File: config.mk
export PLATFORM = sky130hd
export DESIGN_NAME = front_end_hit_unpacker
export DESIGN_NICKNAME = d
export VERILOG_FILES = /design/src/rtl/fehu_pkg.sv /design/src/rtl/fehu_front.sv /design/src/rtl/fehu_queue.sv /design/src/rtl/fehu_back.sv /design/src/rtl/front_end_hit_unpacker.sv
export SDC_FILE = /design/constraint.sdc
export NUM_CORES = 1
export LEC_CHECK = 0
export BUFFER_PORTS_ARGS = -buffer_cell sky130_fd_sc_hd__buf_2
export CELL_PAD_IN_SITES_DETAIL_PLACEMENT = 1
export CELL_PAD_IN_SITES_GLOBAL_PLACEMENT = 1
export CORE_AREA = 2 2 216 218
export DETAILED_ROUTE_END_ITERATION = 7
export DIE_AREA = 0 0 218 220
export PLACE_DENSITY_LB_ADDON = 0.1
export SKIP_LAST_GASP = 1
export SLEW_MARGIN = 10
export SYNTH_ARGS = -nofsm -noshare
export SYNTH_HDL_FRONTEND = slang
export SYNTH_SLANG_ARGS = --single-unit
File: constraint.sdc
create_clock -name clk -period 6.8 [get_ports clk]
set_clock_uncertainty 0.05 [all_clocks]
set_input_delay 1.36 -clock clk [delete_from_list [all_inputs] [get_ports clk]]
set_output_delay 1.36 -clock clk [all_outputs]
set_load 0.02 [all_outputs]
File: src/rtl/fehu_pkg.sv
// Shared types and constants for the front-end hit unpacker.
`timescale 1ns / 1ps

package fehu_pkg;

  localparam int              SLICE_HEADER_BYTES_DEF = 16;
  localparam int              ALIGN_BYTES_DEF        = 8;
  localparam longint unsigned MAX_SLICE_BYTES_DEF    = 64'd65536;

  // Entries in the queue between parser and record builder.
  localparam int QUEUE_DEPTH = 4;

  // Message type codes (low nibble of message byte 5).
  localparam logic [3:0] MSG_TYPE_HIT   = 4'h1;
  localparam logic [3:0] MSG_TYPE_EPOCH = 4'h2;

  // Bytes of a message held before the closing byte arrives.
  localparam int MSG_HELD_BYTES = 5;

  typedef struct packed {
    logic [7:0]  data_byte;
    logic        slice_start;
    logic [15:0] slice_equipment;
  } in_word_t;

  typedef struct packed {
    logic [15:0] equipment_id;
    logic [17:0] chip_address;
    logic [6:0]  channel;
    logic [31:0] hit_epoch;
    logic [13:0] timestamp;
    logic [11:0] adc_value;
    logic        last_epoch_flag;
  } out_word_t;

  // One classified message handed from parser to record builder.
  typedef struct packed {
    logic                               is_epoch;
    logic [MSG_HELD_BYTES-1:0][7:0]     msg;
    logic [7:0]                         last_byte;
    logic [15:0]                        source_id;
    logic [15:0]                        equipment;
  } qentry_t;

endpackage

File: src/rtl/fehu_front.sv
// Byte parser: slice header skip, packet headers, message assembly, padding.
`timescale 1ns / 1ps

module fehu_front #(
  parameter int              SLICE_HEADER_BYTES = fehu_pkg::SLICE_HEADER_BYTES_DEF,
  parameter int              ALIGN_BYTES        = fehu_pkg::ALIGN_BYTES_DEF,
  parameter longint unsigned MAX_SLICE_BYTES    = fehu_pkg::MAX_SLICE_BYTES_DEF
) (
  input  logic               clk,
  input  logic               rst,
  input  logic               byte_valid,
  output logic               byte_stall,
  input  fehu_pkg::in_word_t byte_word,
  output logic               q_push,
  output fehu_pkg::qentry_t  q_entry,
  input  logic               q_full
);

  localparam int POS_W   = $clog2(MAX_SLICE_BYTES + 64'd1);
  localparam int CMP_W   = (POS_W > 9) ? POS_W : 9;
  localparam int ALIGN_W = (ALIGN_BYTES > 1) ? $clog2(ALIGN_BYTES) : 1;
  localparam int MCNT_W  = $clog2(fehu_pkg::MSG_HELD_BYTES + 1);

  typedef enum logic [1:0] {PH_SKIP, PH_HDR, PH_MSG, PH_PAD} phase_t;

  phase_t               phase, ph_next;
  logic [POS_W-1:0]     position, position_next, pos_cur;
  logic [ALIGN_W-1:0]   align_cnt, align_next, align_cur;
  logic [7:0]           words, words_next;
  logic [9:0]           pbi, pbi_next, pbi_inc;
  logic [15:0]          src, src_next;
  logic [MCNT_W-1:0]    mcnt, mcnt_next;
  logic [fehu_pkg::MSG_HELD_BYTES-1:0][7:0] msg;
  logic                 msg_wr;
  logic                 accept, past_end, in_header, align_last, live, push_next;
  logic [3:0]           msg_type;

  assign accept     = byte_valid && !byte_stall;
  assign byte_stall = q_full;
  assign msg_type   = byte_word.data_byte[3:0];
  assign past_end   = CMP_W'(pos_cur) >= CMP_W'(MAX_SLICE_BYTES);
  assign in_header  = CMP_W'(pos_cur) < CMP_W'(SLICE_HEADER_BYTES);
  assign align_last = align_cur == ALIGN_W'(ALIGN_BYTES - 1);

  always_comb begin
    pos_cur       = byte_word.slice_start ? '0 : position;
    ph_next       = byte_word.slice_start ? PH_SKIP : phase;
    pbi_next      = byte_word.slice_start ? '0 : pbi;
    mcnt_next     = byte_word.slice_start ? '0 : mcnt;
    align_cur     = byte_word.slice_start ? '0 : align_cnt;
    position_next = pos_cur;
    align_next    = align_cur;
    words_next    = words;
    src_next      = src;
    pbi_inc       = '0;
    live          = 1'b0;
    msg_wr        = 1'b0;
    push_next     = 1'b0;
    if (!past_end) begin
      position_next = pos_cur + POS_W'(1);
      align_next    = align_last ? '0 : align_cur + ALIGN_W'(1);
      live          = 1'b1;
      if (ph_next == PH_SKIP) begin
        if (in_header) begin
          live = 1'b0;
        end else begin
          ph_next  = PH_HDR;
          pbi_next = '0;
        end
      end
      if (ph_next == PH_PAD) begin
        if (align_cur != '0) begin
          live = 1'b0;
        end else begin
          ph_next  = PH_HDR;
          pbi_next = '0;
        end
      end
      if (live) begin
        pbi_inc = pbi_next + 10'd1;
        if (ph_next == PH_HDR) begin
          case (pbi_next[1:0])
            2'd0:    words_next = byte_word.data_byte;
            2'd1:    words_next = words;
            2'd2:    src_next   = {8'h00, byte_word.data_byte};
            default: src_next   = {byte_word.data_byte, src[7:0]};
          endcase
          pbi_next = pbi_inc;
          if (pbi_inc == 10'd4) begin
            if (words_next == 8'd0) begin
              ph_next   = align_last ? PH_HDR : PH_PAD;
              pbi_next  = '0;
              mcnt_next = '0;
            end else begin
              ph_next   = PH_MSG;
              mcnt_next = '0;
            end
          end
        end else begin
          if (mcnt_next < MCNT_W'(fehu_pkg::MSG_HELD_BYTES)) begin
            msg_wr    = 1'b1;
            mcnt_next = mcnt_next + MCNT_W'(1);
          end else begin
            mcnt_next = '0;
            push_next = msg_type inside {fehu_pkg::MSG_TYPE_HIT, fehu_pkg::MSG_TYPE_EPOCH};
          end
          pbi_next = pbi_inc;
          if (pbi_inc >= ({1'b0, words, 1'b0} + 10'd4)) begin
            ph_next   = align_last ? PH_HDR : PH_PAD;
            pbi_next  = '0;
            mcnt_next = '0;
          end
        end
      end
    end
  end

  // Entry fields come from held bytes, the packet's source id and the closing byte's word on the bus.
  assign q_push            = accept && push_next;
  assign q_entry.is_epoch  = (msg_type == fehu_pkg::MSG_TYPE_EPOCH);
  assign q_entry.msg       = msg;
  assign q_entry.last_byte = byte_word.data_byte;
  assign q_entry.source_id = src;
  assign q_entry.equipment = byte_word.slice_equipment;

  always_ff @(posedge clk) begin
    if (rst) begin
      phase     <= PH_SKIP;
      position  <= '0;
      align_cnt <= '0;
      words     <= '0;
      pbi       <= '0;
      src       <= '0;
      mcnt      <= '0;
    end else if (accept) begin
      phase     <= ph_next;
      position  <= position_next;
      align_cnt <= align_next;
      words     <= words_next;
      pbi       <= pbi_next;
      src       <= src_next;
      mcnt      <= mcnt_next;
    end
  end

  always_ff @(posedge clk) begin
    if (accept && msg_wr) begin
      msg[mcnt_next - MCNT_W'(1)] <= byte_word.data_byte;
    end
  end

  a_mcnt_range: assert property (@(posedge clk) disable iff (rst)
    mcnt <= MCNT_W'(fehu_pkg::MSG_HELD_BYTES))
    else $error("message byte count out of range");

  a_push_only_in_msg: assert property (@(posedge clk) disable iff (rst)
    q_push |-> (phase == PH_MSG) && !byte_word.slice_start)
    else $error("queue push outside message phase");

endmodule

File: src/rtl/fehu_queue.sv
// Short queue of classified messages between parser and record builder.
`timescale 1ns / 1ps

module fehu_queue (
  input  logic              clk,
  input  logic              rst,
  input  logic              push,
  input  fehu_pkg::qentry_t push_entry,
  output logic              full,
  input  logic              pop,
  output logic              head_valid,
  output fehu_pkg::qentry_t head_entry
);

  localparam int DEPTH = fehu_pkg::QUEUE_DEPTH;
  localparam int PTR_W = (DEPTH > 1) ? $clog2(DEPTH) : 1;
  localparam int CNT_W = $clog2(DEPTH + 1);

  fehu_pkg::qentry_t slots [DEPTH];
  logic [PTR_W-1:0]  wr_ptr, rd_ptr;
  logic [CNT_W-1:0]  count;

  assign full       = count == CNT_W'(DEPTH);
  assign head_valid = count != '0;
  assign head_entry = slots[rd_ptr];

  always_ff @(posedge clk) begin
    if (rst) begin
      wr_ptr <= '0;
      rd_ptr <= '0;
      count  <= '0;
    end else begin
      if (push) begin
        wr_ptr <= (wr_ptr == PTR_W'(DEPTH - 1)) ? '0 : wr_ptr + PTR_W'(1);
      end
      if (pop) begin
        rd_ptr <= (rd_ptr == PTR_W'(DEPTH - 1)) ? '0 : rd_ptr + PTR_W'(1);
      end
      case ({push, pop})
        2'b10:   count <= count + CNT_W'(1);
        2'b01:   count <= count - CNT_W'(1);
        default: count <= count;
      endcase
    end
  end

  always_ff @(posedge clk) begin
    if (push) begin
      slots[wr_ptr] <= push_entry;
    end
  end

  a_no_push_full: assert property (@(posedge clk) disable iff (rst)
    push |-> !full)
    else $error("push into full queue");

  a_no_pop_empty: assert property (@(posedge clk) disable iff (rst)
    pop |-> head_valid)
    else $error("pop from empty queue");

endmodule

File: src/rtl/fehu_back.sv
// Record builder: epoch register and registered hit output.
`timescale 1ns / 1ps

module fehu_back (
  input  logic                clk,
  input  logic                rst,
  input  logic                head_valid,
  input  fehu_pkg::qentry_t   head_entry,
  output logic                pop,
  output logic                hit_valid,
  input  logic                hit_stall,
  output fehu_pkg::out_word_t hit_word
);

  logic [31:0] epoch;
  logic        out_free, last_flag;

  assign out_free  = !hit_valid || !hit_stall;
  assign pop       = head_valid && (head_entry.is_epoch || out_free);
  assign last_flag = head_entry.msg[0][7];

  always_ff @(posedge clk) begin
    if (rst) begin
      epoch     <= '0;
      hit_valid <= 1'b0;
    end else begin
      if (pop && head_entry.is_epoch) begin
        epoch <= {head_entry.msg[1], head_entry.msg[2], head_entry.msg[3], head_entry.msg[4]};
      end
      if (pop && !head_entry.is_epoch) begin
        hit_valid <= 1'b1;
      end else if (!hit_stall) begin
        hit_valid <= 1'b0;
      end
    end
  end

  always_ff @(posedge clk) begin
    if (pop && !head_entry.is_epoch) begin
      hit_word.equipment_id    <= head_entry.equipment;
      hit_word.chip_address    <= {head_entry.source_id, head_entry.last_byte[7:6]};
      hit_word.channel         <= head_entry.msg[2][7:1];
      hit_word.hit_epoch       <= epoch - {31'd0, last_flag};
      hit_word.timestamp       <= {head_entry.msg[2][0], head_entry.msg[3],
                                   head_entry.msg[4][7:3]};
      hit_word.adc_value       <= {head_entry.msg[0][4:0], head_entry.msg[1][7:1]};
      hit_word.last_epoch_flag <= last_flag;
    end
  end

  a_epoch_src: assert property (@(posedge clk) disable iff (rst)
    !$stable(epoch) |-> $past(pop && head_entry.is_epoch))
    else $error("epoch changed without epoch message");

  a_hit_src: assert property (@(posedge clk) disable iff (rst)
    $rose(hit_valid) |-> $past(pop && !head_entry.is_epoch))
    else $error("record appeared without hit message");

endmodule

File: src/rtl/front_end_hit_unpacker.sv
// Top level of the front-end hit unpacker: parser, message queue, record builder.
`timescale 1ns / 1ps

// Takes microslice content one byte per word and emits one record per hit
// message. Each slice (first byte flagged by slice_start) opens with
// SLICE_HEADER_BYTES skipped bytes, then packets: a 4-byte header (length in
// 16-bit words, counter, little-endian source id) and 6-byte messages. Type 1
// messages become hit records, type 2 messages load the big-endian epoch
// register (kept across slices), all other types and any partial trailing
// message are dropped. After a packet the parser skips to the next
// ALIGN_BYTES boundary counted from slice start; bytes at or past
// MAX_SLICE_BYTES are ignored. Rate: one byte per clock while byte_stall is
// low. The parser classifies each byte in the cycle it is taken and pushes
// finished type 1/2 messages into a 4-entry queue; the record builder drains
// one entry per clock, a hit only while the output is free (hits go to the
// output register, epochs to the epoch register), so a stalled output only
// backs up into the byte input once the queue is full. A hit's closing byte
// is written to a queue slot, then popped into the output register, raising hit_valid.

module front_end_hit_unpacker #(
  parameter int              SLICE_HEADER_BYTES = fehu_pkg::SLICE_HEADER_BYTES_DEF,
  parameter int              ALIGN_BYTES        = fehu_pkg::ALIGN_BYTES_DEF,
  parameter longint unsigned MAX_SLICE_BYTES    = fehu_pkg::MAX_SLICE_BYTES_DEF
) (
  input  logic                clk,
  input  logic                rst,
  input  logic                byte_valid,
  output logic                byte_stall,
  input  fehu_pkg::in_word_t  byte_word,
  output logic                hit_valid,
  input  logic                hit_stall,
  output fehu_pkg::out_word_t hit_word
);

  // parser -> queue
  logic              q_push, q_full;
  fehu_pkg::qentry_t q_entry;

  // queue -> builder
  logic              q_pop, head_valid;
  fehu_pkg::qentry_t head_entry;

  fehu_front #(
    .SLICE_HEADER_BYTES (SLICE_HEADER_BYTES),
    .ALIGN_BYTES        (ALIGN_BYTES),
    .MAX_SLICE_BYTES    (MAX_SLICE_BYTES)
  ) u_front (
    .clk        (clk),
    .rst        (rst),
    .byte_valid (byte_valid),
    .byte_stall (byte_stall),
    .byte_word  (byte_word),
    .q_push     (q_push),
    .q_entry    (q_entry),
    .q_full     (q_full)
  );

  fehu_queue u_queue (
    .clk        (clk),
    .rst        (rst),
    .push       (q_push),
    .push_entry (q_entry),
    .full       (q_full),
    .pop        (q_pop),
    .head_valid (head_valid),
    .head_entry (head_entry)
  );

  // epoch updates and hits leave the queue in stream order
  fehu_back u_back (
    .clk        (clk),
    .rst        (rst),
    .head_valid (head_valid),
    .head_entry (head_entry),
    .pop        (q_pop),
    .hit_valid  (hit_valid),
    .hit_stall  (hit_stall),
    .hit_word   (hit_word)
  );

endmodule

Word-level counts from Yosys, hierarchy flattened
Memories as Yosys holds them, arrays and structs flattened. A register that Yosys moved wholly into a read port is not among the register bits.
Cells that the tools add are included.
{"block": "classes", "eq_ne": 14, "add_sub_neg": 11, "magnitude_cmp": 6, "n_mux": 68, "reduce_logical": 24, "bitwise": 2}
{"operator": "2-to-1 mux 10 bit", "n": 12}
{"operator": "bitwise mux 40 bit", "n": 1}
{"operator": "2-to-1 mux 8 bit", "n": 5}
{"operator": "2-to-1 mux 2 bit", "n": 18}
{"operator": "2-to-1 mux 17 bit", "n": 2}
{"operator": "case mux 16 bit (2 select lines)", "n": 1}
{"operator": "subtractor 32 x 1 -> 32 bit", "n": 1}
{"operator": "2-to-1 mux 3 bit", "n": 10}
{"operator": "demux 8 bit (select 3 bit)", "n": 1}
{"operator": "adder 17 x 1 -> 17 bit, second input constant", "n": 1}
{"operator": ">= comparator 17 bit, second input constant", "n": 1}
{"operator": "less-than comparator 17 x 5 -> 1 bit, second input constant", "n": 1}
{"operator": "2-to-1 mux 1 bit", "n": 17}
{"operator": "adder 10 x 1 -> 10 bit, second input constant", "n": 1}
{"operator": "adder 9 x 3 -> 10 bit, second input constant", "n": 1}
{"operator": "equality test 10 x 3 -> 1 bit, second input constant", "n": 1}
{"operator": "equality test 2 bit, second input constant", "n": 5}
{"operator": ">= comparator 10 bit", "n": 1}
{"operator": "adder 3 x 1 -> 3 bit, second input constant", "n": 3}
{"operator": "zero test 8 bit", "n": 1}
{"operator": "logical AND 1 bit", "n": 7}
{"operator": "equality test 2 x 1 -> 1 bit, second input constant", "n": 3}
{"operator": "equality test 3 bit, second input constant", "n": 2}
{"operator": "case mux 3 bit (2 select lines)", "n": 1}
{"operator": "other kinds (18)", "n": 28}
{"block": "totals", "mem_bits_rw": 324, "output_inout_bits": 102, "regBits": 239, "in_bits": 29, "memories": 1}
{"memory": "u_queue.slots", "depth": 4, "width": 81, "rd": 1, "rd_clocked_by_memory_dff": 1, "wr": 1, "line": "fehu_queue.sv:19", "source": "fehu_pkg::qentry_t slots [DEPTH];"}

Depth between registers and ports, before layout
{"block": "depth", "word_depth": 20, "depth_mapped": 25, "mapped_depth_nobuf": 24}

By module
A second synthesis with hierarchy kept.
{"block": "hier_totals", "hier_cells": 1353, "area_unflattened_um2": 22195.0}
{"mod": "fehu_queue", "seq_area_each_um2": 9909.5, "area_each_um2": 12209.2, "n_inst": 1, "cells_per_inst": 467}
{"mod": "fehu_front", "seq_area_each_um2": 2382.3, "area_each_um2": 5222.5, "n_inst": 1, "cells_per_inst": 551}
{"mod": "fehu_back", "seq_area_each_um2": 3663.5, "area_each_um2": 4763.3, "n_inst": 1, "cells_per_inst": 335}

Worst setup path after synthesis
Ideal clock, no wire load.
{"block": "synth_path", "kind": "in2reg", "from": "input port byte_word[16] (netlist bit)", "to": "register u_front.msg (netlist bit u_front.q_entry[48]), enable pin", "arrival_ps": 6082, "stages": 23, "setup_ps": 384, "required_ps": 6366, "slack_ps": 285, "cell_sequence": "inv_1 nand2_1 ha_1 and4b_1 a211o_1 clkbuf_1 nor2_1 ha_1 and2_1 nand2_1 xor2_1 nor2_1 ha_1 nand3_1 a2111o_1 a32oi_2 buf_4 o22ai_2 a21oi_4 ha_1 nand3_1 mux2_4 a2111oi_2"}
{"block": "synth_between", "elab_chain_cells": 13, "word_cells_on_any_way": 27}
{"item": "start: declaration", "line": "front_end_hit_unpacker.sv:29", "source": "input fehu_pkg::in_word_t byte_word,"}
{"item": "2-to-1 mux 17 bit", "line": "fehu_front.sv:46", "source": "pos_cur = byte_word.slice_start ? '0 : position;"}
{"item": "less-than comparator 17 x 5 -> 1 bit", "line": "fehu_front.sv:42", "source": "assign in_header = CMP_W'(pos_cur) < CMP_W'(SLICE_HEADER_BYTES);"}
{"item": "2-to-1 mux 2 bit", "line": "fehu_front.sv:64", "source": "if (in_header) begin"}
{"item": "2-to-1 mux 2 bit", "line": "fehu_front.sv:63", "source": "if (ph_next == PH_SKIP) begin"}
{"item": "2-to-1 mux 2 bit", "line": "fehu_front.sv:59", "source": "if (!past_end) begin"}
{"item": "equality test 2 bit / 2-to-1 mux 2 bit (equally long branches)", "line": "fehu_front.sv:71, fehu_front.sv:72"}
{"item": "2-to-1 mux 2 bit", "line": "fehu_front.sv:71", "source": "if (ph_next == PH_PAD) begin"}
{"item": "2-to-1 mux 2 bit", "line": "fehu_front.sv:59"}
{"item": "equality test 2 x 1 -> 1 bit", "line": "fehu_front.sv:81", "source": "if (ph_next == PH_HDR) begin"}
{"item": "2-to-1 mux 1 bit", "line": "fehu_front.sv:81"}
{"item": "2-to-1 mux 1 bit", "line": "fehu_front.sv:79", "source": "if (live) begin"}
{"item": "2-to-1 mux 1 bit (*)", "line": "fehu_front.sv:59"}
{"item": "logical AND 1 bit (*)", "line": "fehu_front.sv:147", "source": "if (accept && msg_wr) begin"}
{"item": "end signal: indexed assignment", "line": "fehu_front.sv:148", "source": "msg[mcnt_next - MCNT_W'(1)] <= byte_word.data_byte;"}
{"item": "end: declaration", "line": "fehu_front.sv:33", "source": "logic [fehu_pkg::MSG_HELD_BYTES-1:0][7:0] msg;"}
Mark *: on every way between the ends. The rest lies on a longest branch, timed or not. The select of a mux whose other input is x is not followed.
A chain may end at the register's enable or synchronous reset.

Worst setup path in the final report
{"block": "layout_path", "from": "input port byte_word[16] (netlist bit)", "to": "register u_front.msg (netlist bit u_front.q_entry[54]), enable pin"}
Same word-level chain as after synthesis.

==> metrics.sh <==
STATUS='finished, final reports clean'
DIE-AREA_MM2=0.0480
CRIT_TYPE='in -> reg'
CRITICAL_PATH.MOST_COMMON_CELL='ha_1'
RSZ0062_AT_GRT='false'
POSTSYNTHNETCOUNT=1353
CRITICAL_PATH.ENDPOINT_TYPE='flop'
CRITICAL_PATH.REG2REG.ENDPOINT='u_front.q_entry[54]'
SYNTH_COMPOUND_GATE_AREA_SHARE_PCT=4.49
DETAIL_ROUTE.FIRST_PASS.ITERATIONS=5
CTS-HTREE-LEVELS=2
GRT_FIRST_PASS_WIRELENGTH_MM=68.8
CTS_TREE='yes'
SYNTH_EDF_COUNT=430
CTSLONGESTPATHBUFFERS=3
REPORT.FINAL.SETUP_VIOL=0
SYNTH_FA_HA_AREA_SHARE_PCT=1.85
SYN_TO_FINAL_GROWTH_PCT=15.5
DETAIL_ROUTE_ANTENNA_NETS=0
DIE_W_UM=218
HOLD_PATH.CLASS='reg -> reg'
LAYOUT-DRIVE-GT1-SHARE_PCT=22.9
HOLD_PATH_ORIGIN='u_front.position[0]'
IO_PINS=131
POST_SYNTH_ARST_SHARE_PCT=0
CRITPATHMAXFANOUT=8
POST_DETAILED_ROUTE_VIA_TO_CELL_RATIO=5.37
STARTING_DENSITY_PCT=45.2
WORST_SLEW_PIN_SLEW_PS=1080
POST-ROUTE-MIN-PERIOD_PS=5980
WORSTPATHCELLLIST='buf_2 > inv_1 > nand2_1 > ha_1 > and4b_1 > a211oi_1 > nand2_1 > inv_1 > ha_1 > and2_1 > nand2_1 > xor2_1 > nor2_1 > ha_1 > nand3_1 > a2111o_1 > a32oi_2 > o22ai_2 > a21oi_4 > ha_1 > nand3_1 > mux2_4 > a2111oi_2 > buf_4'
DRT-TOTAL-WL_MM=44.4
YOSYS.CELL_TYPES.COUNT=75
FINISH.NET_COUNT=1507
ROW_COUNT=79
TIMING.FINAL.MAX_SLEW_VIOLATIONS=0
CRITICAL_PATH.SLOWEST_CELL='a2111o_1'
SYNTH-MAIN-FF-CELL='edfxtp_1'
SYNTHXORXNORAREAFRAC_PCT=2.49
CRITICAL_PATH_ORIGIN='byte_word[16]'
TOTAL_CONGESTION_OVERFLOW_AFTER_GLOBAL_ROUTING=0
MET2_USAGE_PCT=31.7
FIN_TNS_SETUP_PS=0
GP_ROUTABILITY_CONGESTION=0.856
SLEW_HEADROOM_PCT=27.0
GR-MAX-USAGE-LAYER='met2'
CELLLEAKAGEPOWER_nW=7.85
POST_SYNTH_INSTANCE_AREA_MM2=0.0207
VIA_COUNT_OF_THE_FIRST_GLOBAL_ROUTING_PASS=11701
HPWLAFTERDP_MM=28.0
LARGEST_NET_DEGREE_AT_THE_START_OF_GLOBAL_ROUTING=78
DRC=0
SYN_INST=1294
PLACE.PORT_BUFFERS=130
WORSTPATHREQUIRED_PS=7060
SYNTH_AREA_PER_CELL_UM2=16.0
COREAREA_MM2=0.0459
SYNTH.FF_LATCH_COUNT=531
REGTOREGSTARTPOINT='u_front.position[13]'
FILLCELLCOUNT=4406
RR_WORST_DEPTH=21
GRT_USE_MET3_PCT=2.80
POST-LAYOUT-TOTAL-POWER_mW=6.52
CTS.REPORTEDPATHS.CLKPINSLEW_PS=60
COMMONEST_NON_FILL_NON_TAP_CELL_IN_THE_LAYOUT='edfxtp_1'
REG2REG_SETUP_SLACK_PS=1260
GLOBALROUTEMET1UTIL_PCT=25.2
CTS_BUFFERS=54
CTS_SINKS=531
CTS.HOLD.BUFFERS_ADDED=0
YS_SEQ_AREA_SHARE_PCT=72.1
FINAL.PERIOD_UTILIZATION_PCT=87.9
CLOCK_TREE.ROOT_CELL='clkbuf_16'
STARTPOINT_TYPE='input pin'
COMMONEST_CELLS_AFTER_ROUTING_FILL_AND_TAPS_ASIDE='edfxtp_1, nand2_1, buf_2'
ACHIEVABLE-FREQUENCY_GHz=0.167
NUMBER_OF_ANTENNA_VIOLATIONS_AT_THE_FIRST_CHECK_IN_GLOBAL_ROUTING=0
AVGROUTEDWIREPERCELL_UM=21.2
NUMBER_OF_FAILING_HOLD_ENDPOINTS_AT_THE_FINAL_STAGE=0
ANTENNA-DIODE-COUNT=0
YOSYS.AREA_SHARE.SIMPLE_PCT=9.32
GLOBALROUTETOTALUTIL_PCT=18.9
BUFFER_COUNT_FROM_POST_CTS_SETUP_FIXING=0
CP_DATA_ARRIVAL_TIME_PS=6240
DETAILROUTE.VIA_COUNT=11271
WORST_HOLD_PATH.ENDPOINT='u_front.position[0]'
POWER-PER-CELL-AREA_mW_PER_MM2=272
TIMING.CRITICAL_PATH.SLOWEST_CELL_DELAY_PS=420
HOLD-PATH-CELL-COUNT=1
POST_SYNTH_MUX_AREA_SHARE_PCT=8.22
SYNTHESIS.YOSYS.WARNINGS=0
SYNTH_TOP_FAMILY_BY_AREA='simple AND/OR/NAND/NOR gates'
POST_CTS_RESIZE_COUNT=0
DIEHEIGHT_UM=220
INITIALDRTVIOLATIONCOUNT=589
MAX-CAP-VIOLATIONS=0
CLOCK_INSERTION_DELAY_WORST_SKEW_PS=610
IR_DROP_uV=190
where the power goes:
part | switching, mW | total, mW | internal (mW)
registers | 0.00303 | 3.48 | 3.48
logic | 0.0586 | 0.0797 | 0.0210
clock network | 1.22 | 2.96 | 1.74
total | 1.28 | 6.51 | 5.24
routing by layer:
layer,wire length [um],vias to the layer above
li1,-,5246
met1,19600,5745
met2,22000,201
met3,1700,79
met4,1170,0
met5,0,-
critical path: cells and delay by family:
family	cells	cell delay [ps]
AO/OA/AOI/OAI	6	1690
AND/OR/NAND/NOR	8	1060
XOR/XNOR	1	140
multiplexers	1	310
buffers and inverters	4	620
adder cells (fa/ha/maj)	4	1070
sequential cells by signal, indices dropped and copies added, names as in the netlist, named ones only:
name               cells
u_queue.rd_ptr         2
u_queue.wr_ptr         2
u_back.hit_valid       1
u_front.position      17
u_front.phase          2
u_front.src           16
u_front.align_cnt      3
u_front.pbi           10
u_queue.slots        292
u_back.epoch          32
u_front.q_entry       38
u_queue.count          3
u_front.words          8
u_front.mcnt           3
u_back.hit_word      100
kinds of logic (layout without fill, tap and decap cells):
family                   after synthesis  in the layout
XOR/XNOR                              58             58
multiplexers                          78             78
adder cells (fa/ha/maj)               30             30
flip-flops                           531            531
buffers and inverters                 83            282
AND/OR/NAND/NOR                      371            371
AO/OA/AOI/OAI                        143            143
stage by stage:
step / cells / hold slack [ps] / utilization (%) / area [um2] / setup WS [ps]
floorplan: 1294 / 379 / - / 20700 / 285
global placement: 1999 / 392 / 48.3 / 22200 / 370
detailed placement: 1999 / 407 / 48.3 / 22200 / 206
CTS: 2100 / 416 / 52.2 / 23900 / 841
global route: 2100 / 437 / 52.2 / 23900 / 502
finish: 2100 / 410 / 52.2 / 23900 / 820
layout make-up:
class                      count  area (um2)  area share (%)
timing repair buffer         151         861            3.60
clock buffer                  70        1450            6.07
clock inverter                31         327            1.36
inverter                      30         113           0.470
multi-input combinational    680        5480            22.9
sequential                   531       14900            62.4
tap                          607         759            3.17
worst max path at each step:
| stage | endpoint | slack [ps] | depth (start not counted) |
|---|---|---|---|
| floorplan | u_front.q_entry[48] | 280 | 23 |
| global placement | u_front.q_entry[49] | 370 | 23 |
| detailed placement | u_front.q_entry[51] | 210 | 24 |
| CTS | u_front.q_entry[50] | 840 | 24 |
| global route | u_front.q_entry[79] | 500 | 24 |
| finish | u_front.q_entry[54] | 820 | 24 |
cells in the mapped netlist, types with 17 or more instances:
cell      count  area share (%)
edfxtp_1    430              62
nand2_1     152             2.8
dfxtp_1     101             9.8
a21oi_1      76             1.8
mux4_2       73             7.9
nor2_1       63             1.1
clkbuf_1     37            0.67
xor2_1       36             1.5
nand3_1      33            0.80
inv_1        30            0.54
ha_1         29             1.8
xnor2_1      21            0.89
nor3_1       17            0.41
Power figures use the tool's default switching activity.
